### src/sv/hls_pkg.sv
`timescale 1ns / 1ps
// ----------------------------------------------------------------------------
// hls_pkg
// Shared widths, types and codes of the Holt linear smoother.
// ----------------------------------------------------------------------------
package hls_pkg;

    localparam int SAMPLE_WIDTH    = 16;
    localparam int FRAC_BITS       = 8;
    localparam int STATE_WIDTH     = SAMPLE_WIDTH + FRAC_BITS + 2;
    localparam int GAIN_WIDTH      = 16;
    localparam int GAIN_FRAC       = 15;
    localparam int GAIN_ONE        = 32768;
    localparam int OPND_WIDTH      = STATE_WIDTH + 1;
    localparam int PROD_WIDTH      = OPND_WIDTH + GAIN_WIDTH + 1;
    localparam int ACC_WIDTH       = PROD_WIDTH + 1;
    localparam int CFG_INDEX_WIDTH = 1;
    localparam int GAIN_RESET      = 16384;

    typedef logic signed [SAMPLE_WIDTH-1:0] sample_t;
    typedef logic signed [STATE_WIDTH-1:0]  state_t;
    typedef logic        [GAIN_WIDTH-1:0]   gain_t;
    typedef logic signed [OPND_WIDTH-1:0]   opnd_t;
    typedef logic signed [PROD_WIDTH-1:0]   prod_t;
    typedef logic signed [ACC_WIDTH-1:0]    acc_t;
    typedef logic [CFG_INDEX_WIDTH-1:0]     cfg_index_t;
    typedef logic [1:0]                     seen_t;

    localparam cfg_index_t CFG_LEVEL_GAIN = 1'd0;
    localparam cfg_index_t CFG_TREND_GAIN = 1'd1;

    localparam seen_t SEEN_NONE = 2'd0;
    localparam seen_t SEEN_ONE  = 2'd1;
    localparam seen_t SEEN_TWO  = 2'd2;

    typedef enum logic [2:0] {
        ST_IDLE,
        ST_PASS,
        ST_MUL_A,
        ST_MUL_B,
        ST_MUL_T,
        ST_MUL_D,
        ST_FINISH
    } ctrl_state_t;

    // operand pair fed to the shared multiplier
    typedef enum logic [1:0] {
        MUL_X_ALPHA,
        MUL_LT_INV_ALPHA,
        MUL_T_INV_BETA,
        MUL_DIFF_BETA
    } mul_sel_t;

    typedef struct packed {
        logic     capture;
        logic     prime;
        logic     mul_en;
        mul_sel_t mul_sel;
        logic     acc_load;
        logic     level_update;
        logic     trend_update;
        logic     out_pass;
        logic     out_smooth;
    } cmd_t;

endpackage

### src/sv/hls_if.sv
`timescale 1ns / 1ps
// ----------------------------------------------------------------------------
// hls_sample_if / hls_smoothed_if
// Valid/ready channels carrying one sample word or one smoothed word.
// ----------------------------------------------------------------------------
interface hls_sample_if;
    logic             valid;
    logic             ready;
    hls_pkg::sample_t sample;

    modport source (output valid, output sample, input ready);
    modport sink (input valid, input sample, output ready);
endinterface

interface hls_smoothed_if;
    logic             valid;
    logic             ready;
    hls_pkg::sample_t smoothed;

    modport source (output valid, output smoothed, input ready);
    modport sink (input valid, input smoothed, output ready);
endinterface

### src/sv/hls_ctrl.sv
`timescale 1ns / 1ps
// ----------------------------------------------------------------------------
// hls_ctrl
// Sequencer: handshakes, sample count and the multiply schedule.
// ----------------------------------------------------------------------------
module hls_ctrl (
    input  logic          clk,
    input  logic          rst_n,
    input  logic          in_valid,
    output logic          in_ready,
    output logic          out_valid,
    input  logic          out_ready,
    output hls_pkg::cmd_t cmd
);

    hls_pkg::ctrl_state_t state_reg, state_next;
    hls_pkg::seen_t       seen_reg, seen_next;
    logic                 out_valid_reg, out_valid_next;
    logic                 out_free;

    always_ff @(posedge clk or negedge rst_n)
    begin
        if (!rst_n)
        begin
            state_reg     <= hls_pkg::ST_IDLE;
            seen_reg      <= hls_pkg::SEEN_NONE;
            out_valid_reg <= 1'b0;
        end
        else
        begin
            state_reg     <= state_next;
            seen_reg      <= seen_next;
            out_valid_reg <= out_valid_next;
        end
    end

    assign out_free  = !out_valid_reg || out_ready;
    assign in_ready  = (state_reg == hls_pkg::ST_IDLE);
    assign out_valid = out_valid_reg;

    always_comb
    begin
        state_next     = state_reg;
        seen_next      = seen_reg;
        out_valid_next = out_valid_reg && !out_ready;
        cmd            = '0;
        case (state_reg)
            hls_pkg::ST_IDLE:
            begin
                if (in_valid)
                begin
                    cmd.capture = 1'b1;
                    state_next  = (seen_reg == hls_pkg::SEEN_TWO) ? hls_pkg::ST_MUL_A
                                                                  : hls_pkg::ST_PASS;
                end
            end
            hls_pkg::ST_PASS:
            begin
                // first two words pass straight through; the second primes the state
                if (out_free)
                begin
                    cmd.out_pass   = 1'b1;
                    cmd.prime      = (seen_reg == hls_pkg::SEEN_ONE);
                    seen_next      = (seen_reg == hls_pkg::SEEN_NONE) ? hls_pkg::SEEN_ONE
                                                                      : hls_pkg::SEEN_TWO;
                    out_valid_next = 1'b1;
                    state_next     = hls_pkg::ST_IDLE;
                end
            end
            hls_pkg::ST_MUL_A:
            begin
                cmd.mul_en  = 1'b1;
                cmd.mul_sel = hls_pkg::MUL_X_ALPHA;
                state_next  = hls_pkg::ST_MUL_B;
            end
            hls_pkg::ST_MUL_B:
            begin
                cmd.mul_en   = 1'b1;
                cmd.mul_sel  = hls_pkg::MUL_LT_INV_ALPHA;
                cmd.acc_load = 1'b1;
                state_next   = hls_pkg::ST_MUL_T;
            end
            hls_pkg::ST_MUL_T:
            begin
                cmd.mul_en       = 1'b1;
                cmd.mul_sel      = hls_pkg::MUL_T_INV_BETA;
                cmd.level_update = 1'b1;
                state_next       = hls_pkg::ST_MUL_D;
            end
            hls_pkg::ST_MUL_D:
            begin
                cmd.mul_en   = 1'b1;
                cmd.mul_sel  = hls_pkg::MUL_DIFF_BETA;
                cmd.acc_load = 1'b1;
                state_next   = hls_pkg::ST_FINISH;
            end
            hls_pkg::ST_FINISH:
            begin
                if (out_free)
                begin
                    cmd.trend_update = 1'b1;
                    cmd.out_smooth   = 1'b1;
                    out_valid_next   = 1'b1;
                    state_next       = hls_pkg::ST_IDLE;
                end
            end
            default:
            begin
                state_next = hls_pkg::ST_IDLE;
            end
        endcase
    end

endmodule

### src/sv/hls_datapath.sv
`timescale 1ns / 1ps
// ----------------------------------------------------------------------------
// hls_datapath
// Gains, smoother state, one shared multiplier with accumulator, output word.
// ----------------------------------------------------------------------------
module hls_datapath (
    input  logic                clk,
    input  logic                rst_n,
    input  hls_pkg::cmd_t       cmd,
    input  hls_pkg::sample_t    sample,
    output hls_pkg::sample_t    smoothed,
    input  logic                cfg_we,
    input  hls_pkg::cfg_index_t cfg_index,
    input  hls_pkg::gain_t      cfg_data
);

    localparam int Q_WIDTH   = hls_pkg::ACC_WIDTH - hls_pkg::GAIN_FRAC;
    localparam int R_WIDTH   = hls_pkg::STATE_WIDTH + 1;
    localparam int O_WIDTH   = R_WIDTH - hls_pkg::FRAC_BITS;
    localparam int EXT_X     = hls_pkg::OPND_WIDTH - hls_pkg::SAMPLE_WIDTH
                               - hls_pkg::FRAC_BITS;
    localparam int EXT_L     = hls_pkg::STATE_WIDTH - hls_pkg::SAMPLE_WIDTH
                               - hls_pkg::FRAC_BITS;
    localparam int EXT_T     = hls_pkg::STATE_WIDTH - hls_pkg::SAMPLE_WIDTH - 1
                               - hls_pkg::FRAC_BITS;
    localparam hls_pkg::gain_t GAIN_ONE_G = hls_pkg::gain_t'(hls_pkg::GAIN_ONE);
    localparam hls_pkg::acc_t  ROUND_HALF =
        hls_pkg::acc_t'(2 ** (hls_pkg::GAIN_FRAC - 1));
    localparam logic signed [R_WIDTH-1:0] OUT_HALF =
        R_WIDTH'(2 ** (hls_pkg::FRAC_BITS - 1));

    hls_pkg::gain_t   level_gain_reg, trend_gain_reg, cfg_gain;
    hls_pkg::sample_t x_reg, last_reg;
    hls_pkg::state_t  level_reg, trend_reg, old_level_reg;
    hls_pkg::prod_t   prod_reg, acc_reg, prod_next;
    hls_pkg::sample_t smoothed_reg, smoothed_next;
    hls_pkg::opnd_t   opnd_a;
    hls_pkg::gain_t   opnd_g;
    logic signed [hls_pkg::GAIN_WIDTH:0] opnd_gs;
    hls_pkg::state_t  blend_sat, prime_level, prime_trend;
    hls_pkg::acc_t    blend_sum;
    logic signed [Q_WIDTH-1:0] blend_q;
    logic signed [R_WIDTH-1:0] out_round;
    logic signed [O_WIDTH-1:0] out_q;
    logic signed [hls_pkg::SAMPLE_WIDTH:0] prime_diff;

    // gain above one acts as one
    assign cfg_gain = (cfg_data > GAIN_ONE_G) ? GAIN_ONE_G : cfg_data;

    always_comb
    begin
        case (cmd.mul_sel)
            hls_pkg::MUL_X_ALPHA:
            begin
                opnd_a = {{EXT_X{x_reg[hls_pkg::SAMPLE_WIDTH-1]}}, x_reg,
                          {hls_pkg::FRAC_BITS{1'b0}}};
                opnd_g = level_gain_reg;
            end
            hls_pkg::MUL_LT_INV_ALPHA:
            begin
                opnd_a = {level_reg[hls_pkg::STATE_WIDTH-1], level_reg}
                       + {trend_reg[hls_pkg::STATE_WIDTH-1], trend_reg};
                opnd_g = GAIN_ONE_G - level_gain_reg;
            end
            hls_pkg::MUL_T_INV_BETA:
            begin
                opnd_a = {trend_reg[hls_pkg::STATE_WIDTH-1], trend_reg};
                opnd_g = GAIN_ONE_G - trend_gain_reg;
            end
            hls_pkg::MUL_DIFF_BETA:
            begin
                opnd_a = {level_reg[hls_pkg::STATE_WIDTH-1], level_reg}
                       - {old_level_reg[hls_pkg::STATE_WIDTH-1], old_level_reg};
                opnd_g = trend_gain_reg;
            end
            default:
            begin
                opnd_a = '0;
                opnd_g = '0;
            end
        endcase
    end

    assign opnd_gs   = {1'b0, opnd_g};
    assign prod_next = hls_pkg::prod_t'(opnd_a) * hls_pkg::prod_t'(opnd_gs);

    // round half up at the gain point, then clamp to the state range
    assign blend_sum = hls_pkg::acc_t'(acc_reg) + hls_pkg::acc_t'(prod_reg) + ROUND_HALF;
    assign blend_q   = Q_WIDTH'(blend_sum >>> hls_pkg::GAIN_FRAC);

    always_comb
    begin
        if (&blend_q[Q_WIDTH-1:hls_pkg::STATE_WIDTH-1]
            || ~|blend_q[Q_WIDTH-1:hls_pkg::STATE_WIDTH-1])
            blend_sat = blend_q[hls_pkg::STATE_WIDTH-1:0];
        else if (blend_q[Q_WIDTH-1])
            blend_sat = {1'b1, {(hls_pkg::STATE_WIDTH-1){1'b0}}};
        else
            blend_sat = {1'b0, {(hls_pkg::STATE_WIDTH-1){1'b1}}};
    end

    assign prime_diff  = {x_reg[hls_pkg::SAMPLE_WIDTH-1], x_reg}
                       - {last_reg[hls_pkg::SAMPLE_WIDTH-1], last_reg};
    assign prime_level = {{EXT_L{x_reg[hls_pkg::SAMPLE_WIDTH-1]}}, x_reg,
                          {hls_pkg::FRAC_BITS{1'b0}}};
    assign prime_trend = {{EXT_T{prime_diff[hls_pkg::SAMPLE_WIDTH]}}, prime_diff,
                          {hls_pkg::FRAC_BITS{1'b0}}};

    // output: level rounded to integer, clamped to the sample range
    assign out_round = {level_reg[hls_pkg::STATE_WIDTH-1], level_reg} + OUT_HALF;
    assign out_q     = O_WIDTH'(out_round >>> hls_pkg::FRAC_BITS);

    always_comb
    begin
        if (cmd.out_pass)
            smoothed_next = x_reg;
        else if (&out_q[O_WIDTH-1:hls_pkg::SAMPLE_WIDTH-1]
                 || ~|out_q[O_WIDTH-1:hls_pkg::SAMPLE_WIDTH-1])
            smoothed_next = out_q[hls_pkg::SAMPLE_WIDTH-1:0];
        else if (out_q[O_WIDTH-1])
            smoothed_next = {1'b1, {(hls_pkg::SAMPLE_WIDTH-1){1'b0}}};
        else
            smoothed_next = {1'b0, {(hls_pkg::SAMPLE_WIDTH-1){1'b1}}};
    end

    always_ff @(posedge clk or negedge rst_n)
    begin
        if (!rst_n)
        begin
            level_gain_reg <= hls_pkg::gain_t'(hls_pkg::GAIN_RESET);
            trend_gain_reg <= hls_pkg::gain_t'(hls_pkg::GAIN_RESET);
            level_reg      <= '0;
            trend_reg      <= '0;
            last_reg       <= '0;
        end
        else
        begin
            if (cfg_we && cfg_index == hls_pkg::CFG_LEVEL_GAIN)
                level_gain_reg <= cfg_gain;
            if (cfg_we && cfg_index == hls_pkg::CFG_TREND_GAIN)
                trend_gain_reg <= cfg_gain;
            if (cmd.prime)
            begin
                level_reg <= prime_level;
                trend_reg <= prime_trend;
            end
            else
            begin
                if (cmd.level_update)
                    level_reg <= blend_sat;
                if (cmd.trend_update)
                    trend_reg <= blend_sat;
            end
            if (cmd.out_pass || cmd.out_smooth)
                last_reg <= x_reg;
        end
    end

    always_ff @(posedge clk)
    begin
        if (cmd.capture)
            x_reg <= sample;
        if (cmd.mul_en)
            prod_reg <= prod_next;
        if (cmd.acc_load)
            acc_reg <= prod_reg;
        if (cmd.level_update)
            old_level_reg <= level_reg;
        if (cmd.out_pass || cmd.out_smooth)
            smoothed_reg <= smoothed_next;
    end

    assign smoothed = smoothed_reg;

endmodule

### src/sv/holt_linear_smoother.sv
`timescale 1ns / 1ps
// ----------------------------------------------------------------------------
// holt_linear_smoother
// Holt level-plus-trend smoother of a signed sample stream, one word per word.
// ----------------------------------------------------------------------------
// Usage:
//   sample_ch   : valid/ready input, one signed sample per word.
//   smoothed_ch : valid/ready output, one smoothed word per input word.
//   cfg_we/cfg_index/cfg_data : gain writes, index 0 level gain (alpha),
//     index 1 trend gain (beta), Q1.15; values above 1.0 act as 1.0.
//     Write only while the block is idle.
// Sequence:
//   The first two words after reset pass through: the result word is
//   registered in the PASS state once the output register is free. Later
//   words step through MUL_A, MUL_B, MUL_T, MUL_D and FINISH: four passes
//   through the single shared 27x17 multiplier, with the level and trend
//   blends folded into the accumulate steps.
//   One word in flight at a time: a new word is taken the cycle after the
//   previous result is loaded.
// Reset: gains return to 0.5, level, trend and sample count to zero.
// Stall: a result waits in the output register; the next word is accepted
//   and computed meanwhile, and its result is held until that register drains.
// ----------------------------------------------------------------------------
module holt_linear_smoother (
    input  logic                clk,
    input  logic                rst_n,
    hls_sample_if.sink          sample_ch,
    hls_smoothed_if.source      smoothed_ch,
    input  logic                cfg_we,
    input  hls_pkg::cfg_index_t cfg_index,
    input  hls_pkg::gain_t      cfg_data
);

    hls_pkg::cmd_t cmd;

    hls_ctrl u_ctrl (
        .clk       (clk),
        .rst_n     (rst_n),
        .in_valid  (sample_ch.valid),
        .in_ready  (sample_ch.ready),
        .out_valid (smoothed_ch.valid),
        .out_ready (smoothed_ch.ready),
        .cmd       (cmd)
    );

    hls_datapath u_datapath (
        .clk       (clk),
        .rst_n     (rst_n),
        .cmd       (cmd),
        .sample    (sample_ch.sample),
        .smoothed  (smoothed_ch.smoothed),
        .cfg_we    (cfg_we),
        .cfg_index (cfg_index),
        .cfg_data  (cfg_data)
    );

    // a result word is only loaded when the output register is free
    a_out_free: assert property (@(posedge clk) disable iff (!rst_n)
        (cmd.out_pass || cmd.out_smooth) |-> (!smoothed_ch.valid || smoothed_ch.ready))
        else $error("result loaded over an untaken word");

    // at most one of capture / pass / smooth result per cycle
    a_one_step: assert property (@(posedge clk) disable iff (!rst_n)
        $onehot0({cmd.capture, cmd.out_pass, cmd.out_smooth}))
        else $error("conflicting sequencer commands");

    // one word in flight: no acceptance right after an acceptance
    a_single: assert property (@(posedge clk) disable iff (!rst_n)
        (sample_ch.valid && sample_ch.ready) |=> !sample_ch.ready)
        else $error("second word accepted while busy");

    // level blend is followed by the trend product load
    a_order: assert property (@(posedge clk) disable iff (!rst_n)
        cmd.level_update |=> (cmd.acc_load && cmd.mul_sel == hls_pkg::MUL_DIFF_BETA))
        else $error("multiply schedule out of order");

endmodule
### src/flat_wrapper.sv
// flat-port wrapper written by rule: the top's interface ports become plain ports
module holt_linear_smoother_flat 
  (clk, rst_n, cfg_we, cfg_index, cfg_data, sample_ch_valid, sample_ch_sample, sample_ch_ready, smoothed_ch_valid, smoothed_ch_smoothed, smoothed_ch_ready);
  hls_sample_if sample_ch_i ();
  hls_smoothed_if smoothed_ch_i ();
  input  logic clk;
  input  logic rst_n;
  input  logic cfg_we;
  input  hls_pkg::cfg_index_t cfg_index;
  input  hls_pkg::gain_t cfg_data;
  input wire logic [$bits(sample_ch_i.valid)-1:0] sample_ch_valid;
  input wire logic [$bits(sample_ch_i.sample)-1:0] sample_ch_sample;
  output wire logic [$bits(sample_ch_i.ready)-1:0] sample_ch_ready;
  output wire logic [$bits(smoothed_ch_i.valid)-1:0] smoothed_ch_valid;
  output wire logic [$bits(smoothed_ch_i.smoothed)-1:0] smoothed_ch_smoothed;
  input wire logic [$bits(smoothed_ch_i.ready)-1:0] smoothed_ch_ready;
  assign sample_ch_i.valid = sample_ch_valid;
  assign sample_ch_i.sample = sample_ch_sample;
  assign sample_ch_ready = sample_ch_i.ready;
  assign smoothed_ch_valid = smoothed_ch_i.valid;
  assign smoothed_ch_smoothed = smoothed_ch_i.smoothed;
  assign smoothed_ch_i.ready = smoothed_ch_ready;
  holt_linear_smoother u_core (.clk(clk), .rst_n(rst_n), .sample_ch(sample_ch_i), .smoothed_ch(smoothed_ch_i), .cfg_we(cfg_we), .cfg_index(cfg_index), .cfg_data(cfg_data));
endmodule
### config.mk
export PLATFORM = sky130hd
export DESIGN_NAME = holt_linear_smoother_flat
export DESIGN_NICKNAME = d
export VERILOG_FILES = /design/src/sv/hls_pkg.sv /design/src/sv/hls_if.sv /design/src/sv/hls_ctrl.sv /design/src/sv/hls_datapath.sv /design/src/sv/holt_linear_smoother.sv /design/src/flat_wrapper.sv
export SDC_FILE = /design/constraint.sdc
export NUM_CORES = 2
export LEC_CHECK = 0
export BUFFER_PORTS_ARGS = -buffer_cell sky130_fd_sc_hd__buf_2
export CAP_MARGIN = 15
export CORE_MARGIN = 4
export CORE_UTILIZATION = 50
export CTS_BUF_LIST = sky130_fd_sc_hd__clkbuf_4 sky130_fd_sc_hd__clkbuf_8
export CTS_CLUSTER_DIAMETER = 40
export DETAILED_ROUTE_END_ITERATION = 16
export GPL_TIMING_DRIVEN = 0
export PLACE_DENSITY = 0.64
export SKIP_CTS_REPAIR_TIMING = 1
export SLEW_MARGIN = 25
export SYNTH_ARGS = -nofsm -noshare
export SYNTH_HDL_FRONTEND = slang
export SYNTH_SLANG_ARGS = --single-unit
### constraint.sdc
create_clock -name clk -period 28.9 [get_ports clk]
set_input_delay 0 -clock clk [delete_from_list [all_inputs] [get_ports clk]]
set_output_delay 0 -clock clk [all_outputs]
set_load 0.05 [all_outputs]
==> results.py <==
metrics = {
    "status": {
        "status": "finished, final reports clean",
    },
    "global_routing": {
        "grt_first_pass_wirelength_um": 156000,
        "overflow": 0,
        "grt_use_total_pct": 30.1,
        "grt_antenna_before_repair": 3,
        "grt_pass1_vias": 27000,
        "grt_max_degree": 63,
    },
    "synthesis": {
        "ys_top_cells_by_area": "fa_1 (26%), edfxtp_1 (14%), ha_1 (9.4%), dfrtp_1 (8.1%), inv_1 (6.7%)",
        "synth.distinct_cells": 87,
        "synthArstFlopShare_pct": 42.1,
        "synthSimpleGateAreaFrac_pct": 15.6,
        "synth_common_cells": "inv_1 (575), nand2_1 (461), fa_1 (415), nor2_1 (243), ha_1 (240)",
        "yosysSeqAreaShare_pct": 22.0,
        "synth_edf_count": 146,
        "synth_nets": 4254,
        "synth_seq_cells": 252,
        "ys.flop_type": "edfxtp_1",
        "synth_xor_area_share_pct": 3.92,
        "yosysMostFrequentCell": "inv_1",
        "synth_top_cell_by_area": "fa_1",
        "synth_compound_area_share_pct": 13.4,
        "syn_avg_cell_area_sq_um": 8.98,
        "synth_top_family_by_area": "adder cells",
        "yosys_warnings": 0,
        "synthCells": 3561,
        "yosys.area_share.adder_pct": 35.5,
        "synth_top_cell_area_share_pct": 26.0,
        "netlist_area_sq_um": 32000,
        "muxShareOfSynthArea_pct": 1.19,
    },
    "drt": {
        "dr_total_vias": 26600,
        "via_per_inst": 5.77,
        "top_layer": "met5",
        "drt_iter0_drc": 2338,
        "met1Wirelength_um": 40400,
        "routedWlPerCell_um": 22.0,
        "drc": 0,
        "final_antenna_net_count": 0,
        "wl_met2_um": 46200,
        "wirelength_um": 101000,
        "routed-wl-met3_um": 8710,
        "drt-pass1-iter-count": 8,
    },
    "timing": {
        "fmaxAchievable_mhz": 75.2,
        "rsz0062_at_grt": "false",
        "tns_ns": 0,
        "tightest_slew_ns": 1.25,
        "setup_viol_count_final": 0,
        "finClkSkew_ns": 0.0707,
        "period_share_pct": 46.0,
        "finalHoldViolCount": 0,
        "slew-limit-headroom_pct": 15.6,
        "worst_hold_slack_ns": 0.0619,
        "period_minus_slack_ns": 13.30,
        "maxSlewViolCount": 0,
    },
    "cts": {
        "clock_sinks": 252,
        "htreeDepth": 2,
        "path_clk_slew_ns": 0.06,
        "clkLatencyLatePin_ns": 0.66,
        "cts_buffers": 47,
        "clockBufferDepth": 3,
        "cts-root-buf": "clkbuf_8",
        "cts_tree": "done",
    },
    "critical_path": {
        "crit_path_start_kind": "flop",
        "worst_r2r_path_depth": 40,
        "rr_startpoint": "u_core.u_ctrl.state_reg[1]",
        "required_ns": 29.40,
        "path_class": "flop to flop",
        "cp_slowest_cell": "mux2i_1",
        "critPathArrivalTime_ns": 13.79,
        "r2r_slack_ns": 15.60,
        "max_stage_delay_ns": 0.80,
        "rr_endpoint": "u_core.u_datapath.prod_reg[41]",
        "crit_start": "u_core.u_ctrl.state_reg[1]",
        "cp_max_fo": 10,
        "crit_path_end_kind": "flop",
    },
    "die": {
        "die_w_um": 261,
        "start_util_pct": 50.6,
        "dieArea_sq_um": 68100,
        "coreArea_sq_um": 63200,
        "die_height_um": 261,
        "ios": 56,
        "rows": 92,
    },
    "finish": {
        "multiInputGateArea_sq_um": 22400,
        "drive_above_1_share_pct": 6.42,
        "fin_nets": 4410,
        "final_design_area_no_fill_sq_um": 35100,
        "nFillCells": 5840,
        "areaGrowthSynthToFinish_pct": 9.77,
        "register_area_sq_um": 7040,
        "fin_util_pct": 55.6,
    },
    "job": {
        "drv_cap": 0,
    },
    "worst_hold_path": {
        "hold_depth": 2,
        "holdPathEnd": "u_core.u_datapath.x_reg[0]",
        "min-delay-start": "sample_ch_sample[0]",
        "hp-class": "input pin to flop",
    },
    "place": {
        "io_buffers": 55,
        "placed_cell_area_sq_um": 33600,
        "dp_hpwl_um": 81700,
        "gp_congestion": 0.975,
    },
}
==> cells by family (layout without fill, tap and decap cells) <==
logic type      after synthesis  in the layout
compound gates              674            674
xor+xnor                    143            143
fa+ha+maj                   661            661
buf+inv                     708            903
flops                       252            252
mux                          36             36
other cells                   0              2
simple gates               1087           1087
==> cell usage in the layout, fill, tap and decap left out, drive strengths merged, types with 13 or more instances in the layout <==
cell,instances
fa,415
ha,240
nor4,13
mux2i,21
nor3b,14
nor3,63
edfxtp,146
nor2,245
o21a,28
buf,84
or3,24
o211ai,14
xnor2,89
clkbuf,177
a31oi,35
inv,577
o21ai,240
dfrtp,104
and2,42
a21oi,142
nand2,461
clkinv,13
o31ai,16
nor2b,30
o22ai,15
nand4,16
and3,33
a211oi,22
nand2b,44
dlygate4sd3,42
nand3,67
mux2,15
a21o,41
xor2,54
==> through the flow <==
stage | setup slack, ns | cells
floorplan | 18.50 | 3561
global placement | 15.71 | 4462
detailed placement | 15.99 | 4471
CTS | 15.94 | 4559
global route | 14.95 | 4603
finish | 15.60 | 4604
==> per-layer routing <==
metal,vias to the layer above,track usage [%]
li1,12100,-
met1,13200,39.2
met2,1058,48.2
met3,281,6.19
met4,2,14.6
met5,-,0
==> final cells by class <==
type	instances	share of cell area, %
Buffer	133	1.53
Inverter	575	6.15
Multi-Input combinational cell	2601	63.7
Clock buffer	63	2.24
Clock inverter	25	0.887
Antenna cell	2	0.0143
Sequential cell	252	20.0
Tap cell	846	3.01
Timing Repair Buffer	107	2.46
==> how the worst max path moves through the flow <==
| stage | to | slack [ns] |
|---|---|---|
| 6_report | u_core.u_datapath.prod_reg[41] | 15.60 |
| 3_3_place_gp | u_core.u_datapath.prod_reg[41] | 15.71 |
| 3_5_place_dp | u_core.u_datapath.prod_reg[43] | 15.99 |
| 4_1_cts | u_core.u_datapath.prod_reg[41] | 15.94 |
| 5_1_grt | u_core.u_datapath.prod_reg[41] | 14.95 |
| 2_1_floorplan | u_core.u_datapath.prod_reg[41] | 18.50 |
==> critical path, delay by kind of cell (launching register included) <==
family,cells,cell delay (ns)
flip-flops,1,0.36
AND/OR/NAND/NOR,9,1.96
AO/OA/AOI/OAI,5,1.15
adder cells (fa/ha/maj),10,4.44
multiplexers,2,1.06
XOR/XNOR,1,0.13
buffers and inverters,13,4.08
Power is left out: the tool's default activity adds up to more than one toggle a clock period on the data nets, which glitch-free logic cannot reach.
